===== config.mk =====
export PLATFORM = sky130hd
export DESIGN_NAME = sha256_message_hasher_flat
export DESIGN_NICKNAME = d
export VERILOG_FILES = /design/src/rtl/sha256_pkg.sv /design/src/rtl/sha256_in_if.sv /design/src/rtl/sha256_out_if.sv /design/src/rtl/sha256_message_hasher.sv /design/src/rtl/sha256_ctrl.sv /design/src/rtl/sha256_dp.sv /design/src/flat_wrapper.sv
export SDC_FILE = /design/constraint.sdc
export NUM_CORES = 2
export LEC_CHECK = 0
export BUFFER_PORTS_ARGS = -buffer_cell sky130_fd_sc_hd__buf_2
export CELL_PAD_IN_SITES_DETAIL_PLACEMENT = 1
export CELL_PAD_IN_SITES_GLOBAL_PLACEMENT = 2
export CORE_MARGIN = 4
export CORE_UTILIZATION = 40
export CTS_CLUSTER_DIAMETER = 50
export DETAILED_ROUTE_END_ITERATION = 10
export PLACE_DENSITY = 0.87
export SYNTH_ARGS = -nofsm -noshare
export SYNTH_HDL_FRONTEND = slang
export SYNTH_HIERARCHICAL = 1
export SYNTH_SLANG_ARGS = --single-unit

===== constraint.sdc =====
create_clock -name i_clk -period 9.8 [get_ports i_clk]
set_input_delay 0.49 -clock i_clk [delete_from_list [all_inputs] [get_ports i_clk]]
set_output_delay 0.49 -clock i_clk [all_outputs]
set_load 0.005 [all_outputs]

===== src/rtl/sha256_pkg.sv =====
// ============================================================================
// sha256_pkg
// Shared types, constants and round tables for the SHA-256 message hasher.
// ============================================================================
package sha256_pkg;

    localparam int WORD_W  = 32;
    localparam int LEN_W   = 64;
    localparam int ROUNDS  = 64;
    localparam int BLK_WDS = 16;

    localparam logic [WORD_W-1:0] PAD_MARK_WORD = 32'h8000_0000;

    localparam logic [WORD_W-1:0] H_INIT [8] = '{
        32'h6a09e667, 32'hbb67ae85, 32'h3c6ef372, 32'ha54ff53a,
        32'h510e527f, 32'h9b05688c, 32'h1f83d9ab, 32'h5be0cd19
    };

    localparam logic [WORD_W-1:0] K_TABLE [ROUNDS] = '{
        32'h428a2f98, 32'h71374491, 32'hb5c0fbcf, 32'he9b5dba5,
        32'h3956c25b, 32'h59f111f1, 32'h923f82a4, 32'hab1c5ed5,
        32'hd807aa98, 32'h12835b01, 32'h243185be, 32'h550c7dc3,
        32'h72be5d74, 32'h80deb1fe, 32'h9bdc06a7, 32'hc19bf174,
        32'he49b69c1, 32'hefbe4786, 32'h0fc19dc6, 32'h240ca1cc,
        32'h2de92c6f, 32'h4a7484aa, 32'h5cb0a9dc, 32'h76f988da,
        32'h983e5152, 32'ha831c66d, 32'hb00327c8, 32'hbf597fc7,
        32'hc6e00bf3, 32'hd5a79147, 32'h06ca6351, 32'h14292967,
        32'h27b70a85, 32'h2e1b2138, 32'h4d2c6dfc, 32'h53380d13,
        32'h650a7354, 32'h766a0abb, 32'h81c2c92e, 32'h92722c85,
        32'ha2bfe8a1, 32'ha81a664b, 32'hc24b8b70, 32'hc76c51a3,
        32'hd192e819, 32'hd6990624, 32'hf40e3585, 32'h106aa070,
        32'h19a4c116, 32'h1e376c08, 32'h2748774c, 32'h34b0bcb5,
        32'h391c0cb3, 32'h4ed8aa4a, 32'h5b9cca4f, 32'h682e6ff3,
        32'h748f82ee, 32'h78a5636f, 32'h84c87814, 32'h8cc70208,
        32'h90befffa, 32'ha4506ceb, 32'hbef9a3f7, 32'hc67178f2
    };

    // Source of the word shifted into the block buffer
    typedef enum logic [2:0] {
        PUSH_DATA,
        PUSH_PAD,
        PUSH_MARK,
        PUSH_ZERO,
        PUSH_LEN_HI,
        PUSH_LEN_LO
    } t_push_src;

    typedef struct packed {
        logic       push;
        t_push_src  push_src;
        logic       len_en;
        logic [2:0] len_bytes;
        logic       init_vars;
        logic       round_en;
        logic [5:0] round_idx;
        logic       chain_add;
        logic       chain_reset;
        logic [2:0] out_idx;
    } t_dp_cmd;

    typedef struct packed {
        logic fill_is_14;
        logic fill_is_15;
    } t_dp_stat;

endpackage


===== src/rtl/sha256_in_if.sv =====
// ============================================================================
// sha256_in_if
// Message word channel: valid/ready handshake with the message word payload.
// ============================================================================
interface sha256_in_if;
    logic        valid;
    logic        ready;
    logic [31:0] data_word;
    logic [2:0]  valid_bytes;
    logic        last_of_message;

    modport source (output valid, output data_word, output valid_bytes,
                    output last_of_message, input ready);
    modport sink   (input valid, input data_word, input valid_bytes,
                    input last_of_message, output ready);
endinterface


===== src/rtl/sha256_out_if.sv =====
// ============================================================================
// sha256_out_if
// Digest channel: valid/ready handshake carrying one digest word per transaction.
// ============================================================================
interface sha256_out_if;
    logic        valid;
    logic        ready;
    logic [31:0] digest_word;
    logic [2:0]  word_index;
    logic        last_word;

    modport source (output valid, output digest_word, output word_index,
                    output last_word, input ready);
    modport sink   (input valid, input digest_word, input word_index,
                    input last_word, output ready);
endinterface


===== src/rtl/sha256_message_hasher.sv =====
// ============================================================================
// sha256_message_hasher
// SHA-256 over a byte message delivered as 32-bit words, digest out as 8 words.
// ============================================================================
// Send the message as 32-bit words, first byte in bits 31..24; every word is
// four bytes except the one flagged last_of_message, whose valid_bytes (0..4,
// larger values count as 4) gives its leading valid bytes. The sixteenth word
// of a block holds off the input while the single round unit runs its 64
// rounds, one per cycle, and then the chaining add. After the last word the
// block pads internally, one word per cycle except while a filled block is
// compressed, compresses one final block, or two when fewer than two words are
// left for the length, and then offers the digest as eight transactions, word 0
// (most significant) first, the eighth flagged last_word. No new message word
// is taken until the eighth digest transaction completes; the hasher then
// starts over from the initial chaining value with a zero length.
module sha256_message_hasher (
    input  logic         i_clk,
    input  logic         i_rst_n,
    sha256_in_if.sink    i_msg,
    sha256_out_if.source o_dig
);
    import sha256_pkg::*;

    t_dp_cmd    dp_cmd;
    t_dp_stat   dp_stat;
    logic       in_ready;
    logic       out_valid;
    logic [2:0] out_idx;
    logic [31:0] digest_word;

    // Sequencer: accepts words, drives padding, counts rounds, walks the digest
    sha256_ctrl u_ctrl (
        .i_clk        (i_clk),
        .i_rst_n      (i_rst_n),
        .i_in_valid   (i_msg.valid),
        .i_last       (i_msg.last_of_message),
        .i_valid_bytes(i_msg.valid_bytes),
        .o_in_ready   (in_ready),
        .o_out_valid  (out_valid),
        .i_out_ready  (o_dig.ready),
        .o_out_idx    (out_idx),
        .o_cmd        (dp_cmd),
        .i_stat       (dp_stat)
    );

    // Datapath: block buffer / schedule window, round unit, chain and length
    sha256_dp u_dp (
        .i_clk        (i_clk),
        .i_rst_n      (i_rst_n),
        .i_cmd        (dp_cmd),
        .o_stat       (dp_stat),
        .i_data_word  (i_msg.data_word),
        .i_valid_bytes(i_msg.valid_bytes),
        .o_digest_word(digest_word)
    );

    // Hold the digest word steady from the chain registers until taken
    assign i_msg.ready       = in_ready;
    assign o_dig.valid       = out_valid;
    assign o_dig.digest_word = digest_word;
    assign o_dig.word_index  = out_idx;
    assign o_dig.last_word   = (out_idx == 3'd7);

endmodule


===== src/rtl/sha256_ctrl.sv =====
// ============================================================================
// sha256_ctrl
// Sequencer: message intake, padding, round count and digest readout.
// ============================================================================
module sha256_ctrl (
    input  logic                i_clk,
    input  logic                i_rst_n,
    input  logic                i_in_valid,
    input  logic                i_last,
    input  logic [2:0]          i_valid_bytes,
    output logic                o_in_ready,
    output logic                o_out_valid,
    input  logic                i_out_ready,
    output logic [2:0]          o_out_idx,
    output sha256_pkg::t_dp_cmd o_cmd,
    input  sha256_pkg::t_dp_stat i_stat
);
    import sha256_pkg::*;

    typedef enum logic [2:0] {
        S_IDLE,
        S_PAD80,
        S_PADZ,
        S_LENLO,
        S_ROUNDS,
        S_UPDATE,
        S_EMIT
    } t_state;

    t_state     r_state, n_state;
    t_state     r_ret, n_ret;
    t_state     target;
    logic [5:0] r_round, n_round;
    logic [2:0] r_out_idx, n_out_idx;
    logic       do_push;

    always_comb begin
        n_state   = r_state;
        n_ret     = r_ret;
        n_round   = r_round;
        n_out_idx = r_out_idx;
        target    = r_state;
        do_push   = 1'b0;
        o_cmd     = '0;
        o_cmd.push_src = PUSH_ZERO;
        o_cmd.out_idx  = r_out_idx;

        case (r_state)
            S_IDLE: begin
                if (i_in_valid) begin
                    do_push      = 1'b1;
                    o_cmd.len_en = 1'b1;
                    if (!i_last) begin
                        o_cmd.push_src  = PUSH_DATA;
                        o_cmd.len_bytes = 3'd4;
                        target          = S_IDLE;
                    end else if (i_valid_bytes >= 3'd4) begin
                        // full last word: the marker goes into the next word
                        o_cmd.push_src  = PUSH_DATA;
                        o_cmd.len_bytes = 3'd4;
                        target          = S_PAD80;
                    end else begin
                        o_cmd.push_src  = PUSH_PAD;
                        o_cmd.len_bytes = i_valid_bytes;
                        target          = S_PADZ;
                    end
                end
            end
            S_PAD80: begin
                do_push        = 1'b1;
                o_cmd.push_src = PUSH_MARK;
                target         = S_PADZ;
            end
            S_PADZ: begin
                do_push = 1'b1;
                if (i_stat.fill_is_14) begin
                    o_cmd.push_src = PUSH_LEN_HI;
                    target         = S_LENLO;
                end else begin
                    o_cmd.push_src = PUSH_ZERO;
                    target         = S_PADZ;
                end
            end
            S_LENLO: begin
                do_push        = 1'b1;
                o_cmd.push_src = PUSH_LEN_LO;
                target         = S_EMIT;
            end
            S_ROUNDS: begin
                o_cmd.round_en  = 1'b1;
                o_cmd.round_idx = r_round;
                n_round         = r_round + 6'd1;
                if (r_round == 6'(ROUNDS - 1)) begin
                    n_state = S_UPDATE;
                end
            end
            S_UPDATE: begin
                o_cmd.chain_add = 1'b1;
                n_out_idx       = '0;
                n_state         = r_ret;
            end
            S_EMIT: begin
                if (i_out_ready) begin
                    n_out_idx = r_out_idx + 3'd1;
                    if (r_out_idx == 3'd7) begin
                        o_cmd.chain_reset = 1'b1;
                        n_state           = S_IDLE;
                    end
                end
            end
            default: begin
                n_state = S_IDLE;
            end
        endcase

        // a push that fills the buffer starts a compression
        if (do_push) begin
            o_cmd.push = 1'b1;
            if (i_stat.fill_is_15) begin
                o_cmd.init_vars = 1'b1;
                n_round         = '0;
                n_ret           = target;
                n_state         = S_ROUNDS;
            end else begin
                n_state = target;
            end
        end
    end

    assign o_in_ready  = (r_state == S_IDLE);
    assign o_out_valid = (r_state == S_EMIT);
    assign o_out_idx   = r_out_idx;

    always_ff @(posedge i_clk) begin
        if (!i_rst_n) begin
            r_state   <= S_IDLE;
            r_ret     <= S_IDLE;
            r_round   <= '0;
            r_out_idx <= '0;
        end else begin
            r_state   <= n_state;
            r_ret     <= n_ret;
            r_round   <= n_round;
            r_out_idx <= n_out_idx;
        end
    end

endmodule


===== src/rtl/sha256_dp.sv =====
// ============================================================================
// sha256_dp
// Datapath: block buffer and schedule window, round unit, chaining words, length.
// ============================================================================
module sha256_dp (
    input  logic                 i_clk,
    input  logic                 i_rst_n,
    input  sha256_pkg::t_dp_cmd  i_cmd,
    output sha256_pkg::t_dp_stat o_stat,
    input  logic [31:0]          i_data_word,
    input  logic [2:0]           i_valid_bytes,
    output logic [31:0]          o_digest_word
);
    import sha256_pkg::*;

    function automatic logic [WORD_W-1:0] rotr(input logic [WORD_W-1:0] x, input int n);
        rotr = (x >> n) | (x << (WORD_W - n));
    endfunction

    // The block buffer doubles as the rolling schedule window, oldest word at 0
    logic [WORD_W-1:0] r_win   [BLK_WDS];
    logic [WORD_W-1:0] r_vars  [8];
    logic [WORD_W-1:0] r_chain [8];
    logic [LEN_W-1:0]  r_len;
    logic [3:0]        r_fill;

    logic [WORD_W-1:0] push_word, pad_word, sched_w, round_w;
    logic [WORD_W-1:0] s0, s1, bs0, bs1, ch, maj, t1, t2;

    always_comb begin
        case (i_valid_bytes[1:0])
            2'd0:    pad_word = PAD_MARK_WORD;
            2'd1:    pad_word = {i_data_word[31:24], 24'h80_0000};
            2'd2:    pad_word = {i_data_word[31:16], 16'h8000};
            2'd3:    pad_word = {i_data_word[31:8], 8'h80};
            default: pad_word = PAD_MARK_WORD;
        endcase
    end

    always_comb begin
        case (i_cmd.push_src)
            PUSH_DATA:   push_word = i_data_word;
            PUSH_PAD:    push_word = pad_word;
            PUSH_MARK:   push_word = PAD_MARK_WORD;
            PUSH_ZERO:   push_word = '0;
            PUSH_LEN_HI: push_word = r_len[LEN_W-1:WORD_W];
            PUSH_LEN_LO: push_word = r_len[WORD_W-1:0];
            default:     push_word = '0;
        endcase
    end

    // Message schedule: rotate the block through in the first 16 rounds
    assign s0 = rotr(r_win[1], 7) ^ rotr(r_win[1], 18) ^ (r_win[1] >> 3);
    assign s1 = rotr(r_win[14], 17) ^ rotr(r_win[14], 19) ^ (r_win[14] >> 10);
    assign sched_w = s1 + r_win[9] + s0 + r_win[0];
    assign round_w = (i_cmd.round_idx[5:4] == 2'b00) ? r_win[0] : sched_w;

    // Compression round
    assign bs1 = rotr(r_vars[4], 6) ^ rotr(r_vars[4], 11) ^ rotr(r_vars[4], 25);
    assign bs0 = rotr(r_vars[0], 2) ^ rotr(r_vars[0], 13) ^ rotr(r_vars[0], 22);
    assign ch  = (r_vars[4] & r_vars[5]) ^ (~r_vars[4] & r_vars[6]);
    assign maj = (r_vars[0] & r_vars[1]) ^ (r_vars[0] & r_vars[2]) ^ (r_vars[1] & r_vars[2]);
    assign t1  = r_vars[7] + bs1 + ch + K_TABLE[i_cmd.round_idx] + round_w;
    assign t2  = bs0 + maj;

    always_ff @(posedge i_clk) begin
        if (i_cmd.push || i_cmd.round_en) begin
            for (int i = 0; i < BLK_WDS - 1; i++) begin
                r_win[i] <= r_win[i+1];
            end
            r_win[BLK_WDS-1] <= i_cmd.push ? push_word : round_w;
        end
        if (i_cmd.init_vars) begin
            for (int i = 0; i < 8; i++) begin
                r_vars[i] <= r_chain[i];
            end
        end else if (i_cmd.round_en) begin
            r_vars[0] <= t1 + t2;
            r_vars[1] <= r_vars[0];
            r_vars[2] <= r_vars[1];
            r_vars[3] <= r_vars[2];
            r_vars[4] <= r_vars[3] + t1;
            r_vars[5] <= r_vars[4];
            r_vars[6] <= r_vars[5];
            r_vars[7] <= r_vars[6];
        end
    end

    always_ff @(posedge i_clk) begin
        if (!i_rst_n) begin
            for (int i = 0; i < 8; i++) begin
                r_chain[i] <= H_INIT[i];
            end
            r_len  <= '0;
            r_fill <= '0;
        end else begin
            if (i_cmd.chain_reset) begin
                for (int i = 0; i < 8; i++) begin
                    r_chain[i] <= H_INIT[i];
                end
            end else if (i_cmd.chain_add) begin
                for (int i = 0; i < 8; i++) begin
                    r_chain[i] <= r_chain[i] + r_vars[i];
                end
            end
            if (i_cmd.chain_reset) begin
                r_len <= '0;
            end else if (i_cmd.len_en) begin
                r_len <= r_len + {58'd0, i_cmd.len_bytes, 3'b000};
            end
            // wraps to zero when the sixteenth word goes in
            if (i_cmd.push) begin
                r_fill <= r_fill + 4'd1;
            end
        end
    end

    assign o_stat.fill_is_14 = (r_fill == 4'd14);
    assign o_stat.fill_is_15 = (r_fill == 4'd15);
    assign o_digest_word     = r_chain[i_cmd.out_idx];

endmodule

===== src/flat_wrapper.sv =====
// flat-port wrapper written by rule: the top's interface ports become plain ports
module sha256_message_hasher_flat import sha256_pkg::*;
  (i_clk, i_rst_n, i_msg_valid, i_msg_data_word, i_msg_valid_bytes, i_msg_last_of_message, i_msg_ready, o_dig_valid, o_dig_digest_word, o_dig_word_index, o_dig_last_word, o_dig_ready);
  sha256_in_if i_msg_i ();
  sha256_out_if o_dig_i ();
  input  logic i_clk;
  input  logic i_rst_n;
  input wire logic [$bits(i_msg_i.valid)-1:0] i_msg_valid;
  input wire logic [$bits(i_msg_i.data_word)-1:0] i_msg_data_word;
  input wire logic [$bits(i_msg_i.valid_bytes)-1:0] i_msg_valid_bytes;
  input wire logic [$bits(i_msg_i.last_of_message)-1:0] i_msg_last_of_message;
  output wire logic [$bits(i_msg_i.ready)-1:0] i_msg_ready;
  output wire logic [$bits(o_dig_i.valid)-1:0] o_dig_valid;
  output wire logic [$bits(o_dig_i.digest_word)-1:0] o_dig_digest_word;
  output wire logic [$bits(o_dig_i.word_index)-1:0] o_dig_word_index;
  output wire logic [$bits(o_dig_i.last_word)-1:0] o_dig_last_word;
  input wire logic [$bits(o_dig_i.ready)-1:0] o_dig_ready;
  assign i_msg_i.valid = i_msg_valid;
  assign i_msg_i.data_word = i_msg_data_word;
  assign i_msg_i.valid_bytes = i_msg_valid_bytes;
  assign i_msg_i.last_of_message = i_msg_last_of_message;
  assign i_msg_ready = i_msg_i.ready;
  assign o_dig_valid = o_dig_i.valid;
  assign o_dig_digest_word = o_dig_i.digest_word;
  assign o_dig_word_index = o_dig_i.word_index;
  assign o_dig_last_word = o_dig_i.last_word;
  assign o_dig_i.ready = o_dig_ready;
  sha256_message_hasher u_core (.i_clk(i_clk), .i_rst_n(i_rst_n), .i_msg(i_msg_i), .o_dig(o_dig_i));
endmodule

==> flow_metrics.env <==
export IMPL_status="complete, but fails checks"
export IMPL_failed_checks="setup timing"
export IMPL_report_final_hold_viol_count=0
export IMPL_timing_max_transition_violations_final=0
export IMPL_netlist_instances=6429
export IMPL_ioPinCount=78
export IMPL_synth_area_leader_cell="edfxtp_1"
export IMPL_cts_reportedPaths_clkPinSlew_ns=0.06
export IMPL_placeable_area_sq_um=172000
export IMPL_synth_top_cells_by_area="edfxtp_1, ha_1, fa_1, xnor2_1, nand2_1"
export IMPL_flow_area_growth_from_synthesis_pct=18.7
export IMPL_std_cell_rows=152
export IMPL_clock_sinks=1104
export IMPL_die_area_sq_um=181000
export IMPL_synth_top_cell_area_share_pct=42.8
export IMPL_grt_overflow_total=0
export IMPL_syn_nets=7064
export IMPL_initial_standard_cell_utilization_of_the_core_pct=40.4
export IMPL_finish_net_count=7545
export IMPL_fin_setup_tns_ns=-3.90
export IMPL_finClkSkew_ns=0.0662
export IMPL_grt_first_pass_wirelength_microns=365000
export IMPL_critical_path_source_type="flop"
export IMPL_edff_count_synth=992
export IMPL_post_dp_hpwl_microns=184000
export IMPL_grt_usage_pct=27.0
export IMPL_ant_nets=0
export IMPL_critical_path_max_stage_delay_ns=0.57
export IMPL_yosys_register_bits=1104
export IMPL_gpl_final_weighted_congestion=0.963
export IMPL_detailedRoute_firstPassIterationCount=6
export IMPL_max_clock_freq_mhz=96.2
export IMPL_async_flop_share_pct=0
export IMPL_worst_path_slowest_cell="fa_1"
export IMPL_yosysWarnings=6
export IMPL_antenna_violations_before_repair=8
export IMPL_count_of_unresolved_drc_violations_after_routing=0
export IMPL_final_layout_size_suffix_gt1_share_pct=18.7
export IMPL_layout_min_cycle_time_ns=10.40
export IMPL_die_y_microns=425
export IMPL_synth_seq_area_share_pct=46.1
export IMPL_fillers=18600
export IMPL_first_iter_violations=4142
export IMPL_first_global_vias=56900
export IMPL_finalSetupViolCount=14
export IMPL_hold_path_class="in2reg"
export IMPL_max_fo_critical_path=3
export IMPL_worst_endpoint_required_ns=10.33
export IMPL_critPathArrivalTime_ns=10.93
export IMPL_final_min_period_over_clock_period_pct=106
export IMPL_vias_per_cell=5.76
export IMPL_critical_path_most_common_cell="fa_1"
export IMPL_synthDistinctLibCells=105
export IMPL_cts_tree="done"
export IMPL_worst_pin_slew_ns=1.36
export IMPL_route_vias_total=53800
export IMPL_ctsRootBufferMaster="clkbuf_16"
export IMPL_yosysMostFrequentCell="edfxtp_1"
export IMPL_detail_route_wl_per_cell_microns=26.7
export IMPL_cts_max_level=4
export IMPL_dominantRegCellSynth="edfxtp_1"
export IMPL_worstSetupPathType="reg2reg"
export IMPL_clk_path_buf_depth=3
export IMPL_sort_of_element_at_the_end_of_the_critical_path="flop"
export IMPL_grt_setup_unrepaired="true"
export IMPL_maximum_number_of_pins_on_one_net_before_global_route_repair=196
export IMPL_synth_commonest_cells="edfxtp_1, nand2_1, xnor2_1, inv_1, ha_1"
export IMPL_maxCapViolations=0
export IMPL_synthesis_area_sq_um=69500
export IMPL_io_buffers=77
export IMPL_slew_headroom_pct=8.78
export IMPL_postRouteWirelength_microns=249000
export IMPL_setup_slack_ns=-0.600
export IMPL_clock_buffers_created_by_tritoncts=152
export IMPL_worst_skew_pair_late_latency_ns=0.83
export IMPL_syn_area_per_cell_sq_um=10.8
export IMPL_chipWidth_microns=425
stage by stage:
step	cell area (sq um)	hold WS (ns)	std cells	worst slack [ns]	util (%)
finish	82500	0.100	9350	-0.600	47.9
global placement	75400	0.400	9005	-0.783	43.7
floorplan	69500	0.400	6429	0.297	-
global route	82500	0.0865	9349	-0.916	47.9
detailed placement	75400	0.405	9005	-0.883	43.7
CTS	81600	0.0457	9318	-0.282	47.4
routing by layer:
| layer | track usage [%] | part of all wire [%] | vias up |
|---|---|---|---|
| met1 | 33.7 | 40 | 27500 |
| met4 | 14.9 | 6.3 | 0 |
| met5 | 0 | 0 | - |
| met2 | 44.9 | 48 | 1758 |
| met3 | 4.16 | 5.6 | 569 |
| li1 | - | - | 24000 |
logic make-up (layout without fill, tap and decap cells):
group	count (synthesis)	count (layout)	share of synthesized area (%)
mux	237	237	4.96
simple gates	1796	1796	11.5
fa+ha+maj	615	615	13.1
buf+inv	673	1282	3.70
xor+xnor	611	611	7.74
other cells	0	2	0
flops	1104	1104	46.1
compound gates	1393	1393	12.9
sequential cells by signal (all words and copies together), names as in the netlist:
name	flops
u_core/u_dp/r_fill	4
u_core/u_dp/r_win	512
u_core/u_dp/r_vars	256
u_core/u_ctrl/o_out_idx	3
u_core/u_dp/r_len	61
u_core/u_ctrl/r_ret	3
u_core/u_ctrl/r_round	6
u_core/u_dp/r_chain	256
u_core/u_ctrl/r_state	3
layout by cell type, fill, tap and decap left out, types with 39 or more instances in the layout:
master,count
ha_1,367
clkbuf_16,153
buf_2,77
xor2_1,198
and3_1,55
nor2_1,376
o21ai_0,298
or3_1,39
inv_1,387
nor3_1,87
a21o_1,186
a31oi_1,47
a21oi_1,339
nand2_1,839
mux4_2,73
nor2b_1,45
dfxtp_1,109
edfxtp_1,992
o21bai_1,46
buf_4,497
mux2_2,130
xnor2_1,375
nand2b_1,67
o21a_1,63
nand3_1,96
fa_1,191
layout make-up:
type / count / area (sq um) / share of cell area (%)
clock inverter: 92 / 1230 / 1.49
sequential: 1104 / 32000 / 38.8
multi-input combinational: 4652 / 36300 / 44.0
tap: 2310 / 2890 / 3.50
clock buffer: 190 / 4060 / 4.92
timing repair buffer: 598 / 4450 / 5.40
inverter: 402 / 1510 / 1.83
antenna: 2 / 5.00 / 0.00606
repair_timing:
item,CTS,global route
hold endpoints to repair,2,0
hold buffers,2,0
buffers inserted,31,35
resized for setup,147,130
pin swaps,92,119
endpoints found under the setup margin,27,29
worst max-delay path: cells and delay by family, from the launching register on:
kind | cells | cell delay [ns]
and+or+nand+nor | 7 | 0.78
DFF | 1 | 0.46
buffers and inverters | 8 | 0.81
xor gates and xnor gates | 5 | 0.83
adders and majority gates | 9 | 3.94
AOI/OAI and AO/OA | 18 | 3.27
path summary, 6_finish.rpt:
check                             from                        end  slack, ns  cells after the start
max           u_core/u_dp/r_win[0][41]  u_core/u_dp/r_vars[0][31]      -0.60                     47
min                i_msg_data_word[21]  u_core/u_dp/r_win[1][245]       0.10                      3
max reg2reg   u_core/u_dp/r_win[0][41]  u_core/u_dp/r_vars[0][31]      -0.60                     47
min reg2reg  u_core/u_dp/r_win[0][228]  u_core/u_dp/r_win[0][196]       0.39                      0
Power is left out: the tool's default activity adds up to more than one toggle a clock period on the data nets, which glitch-free logic cannot reach.
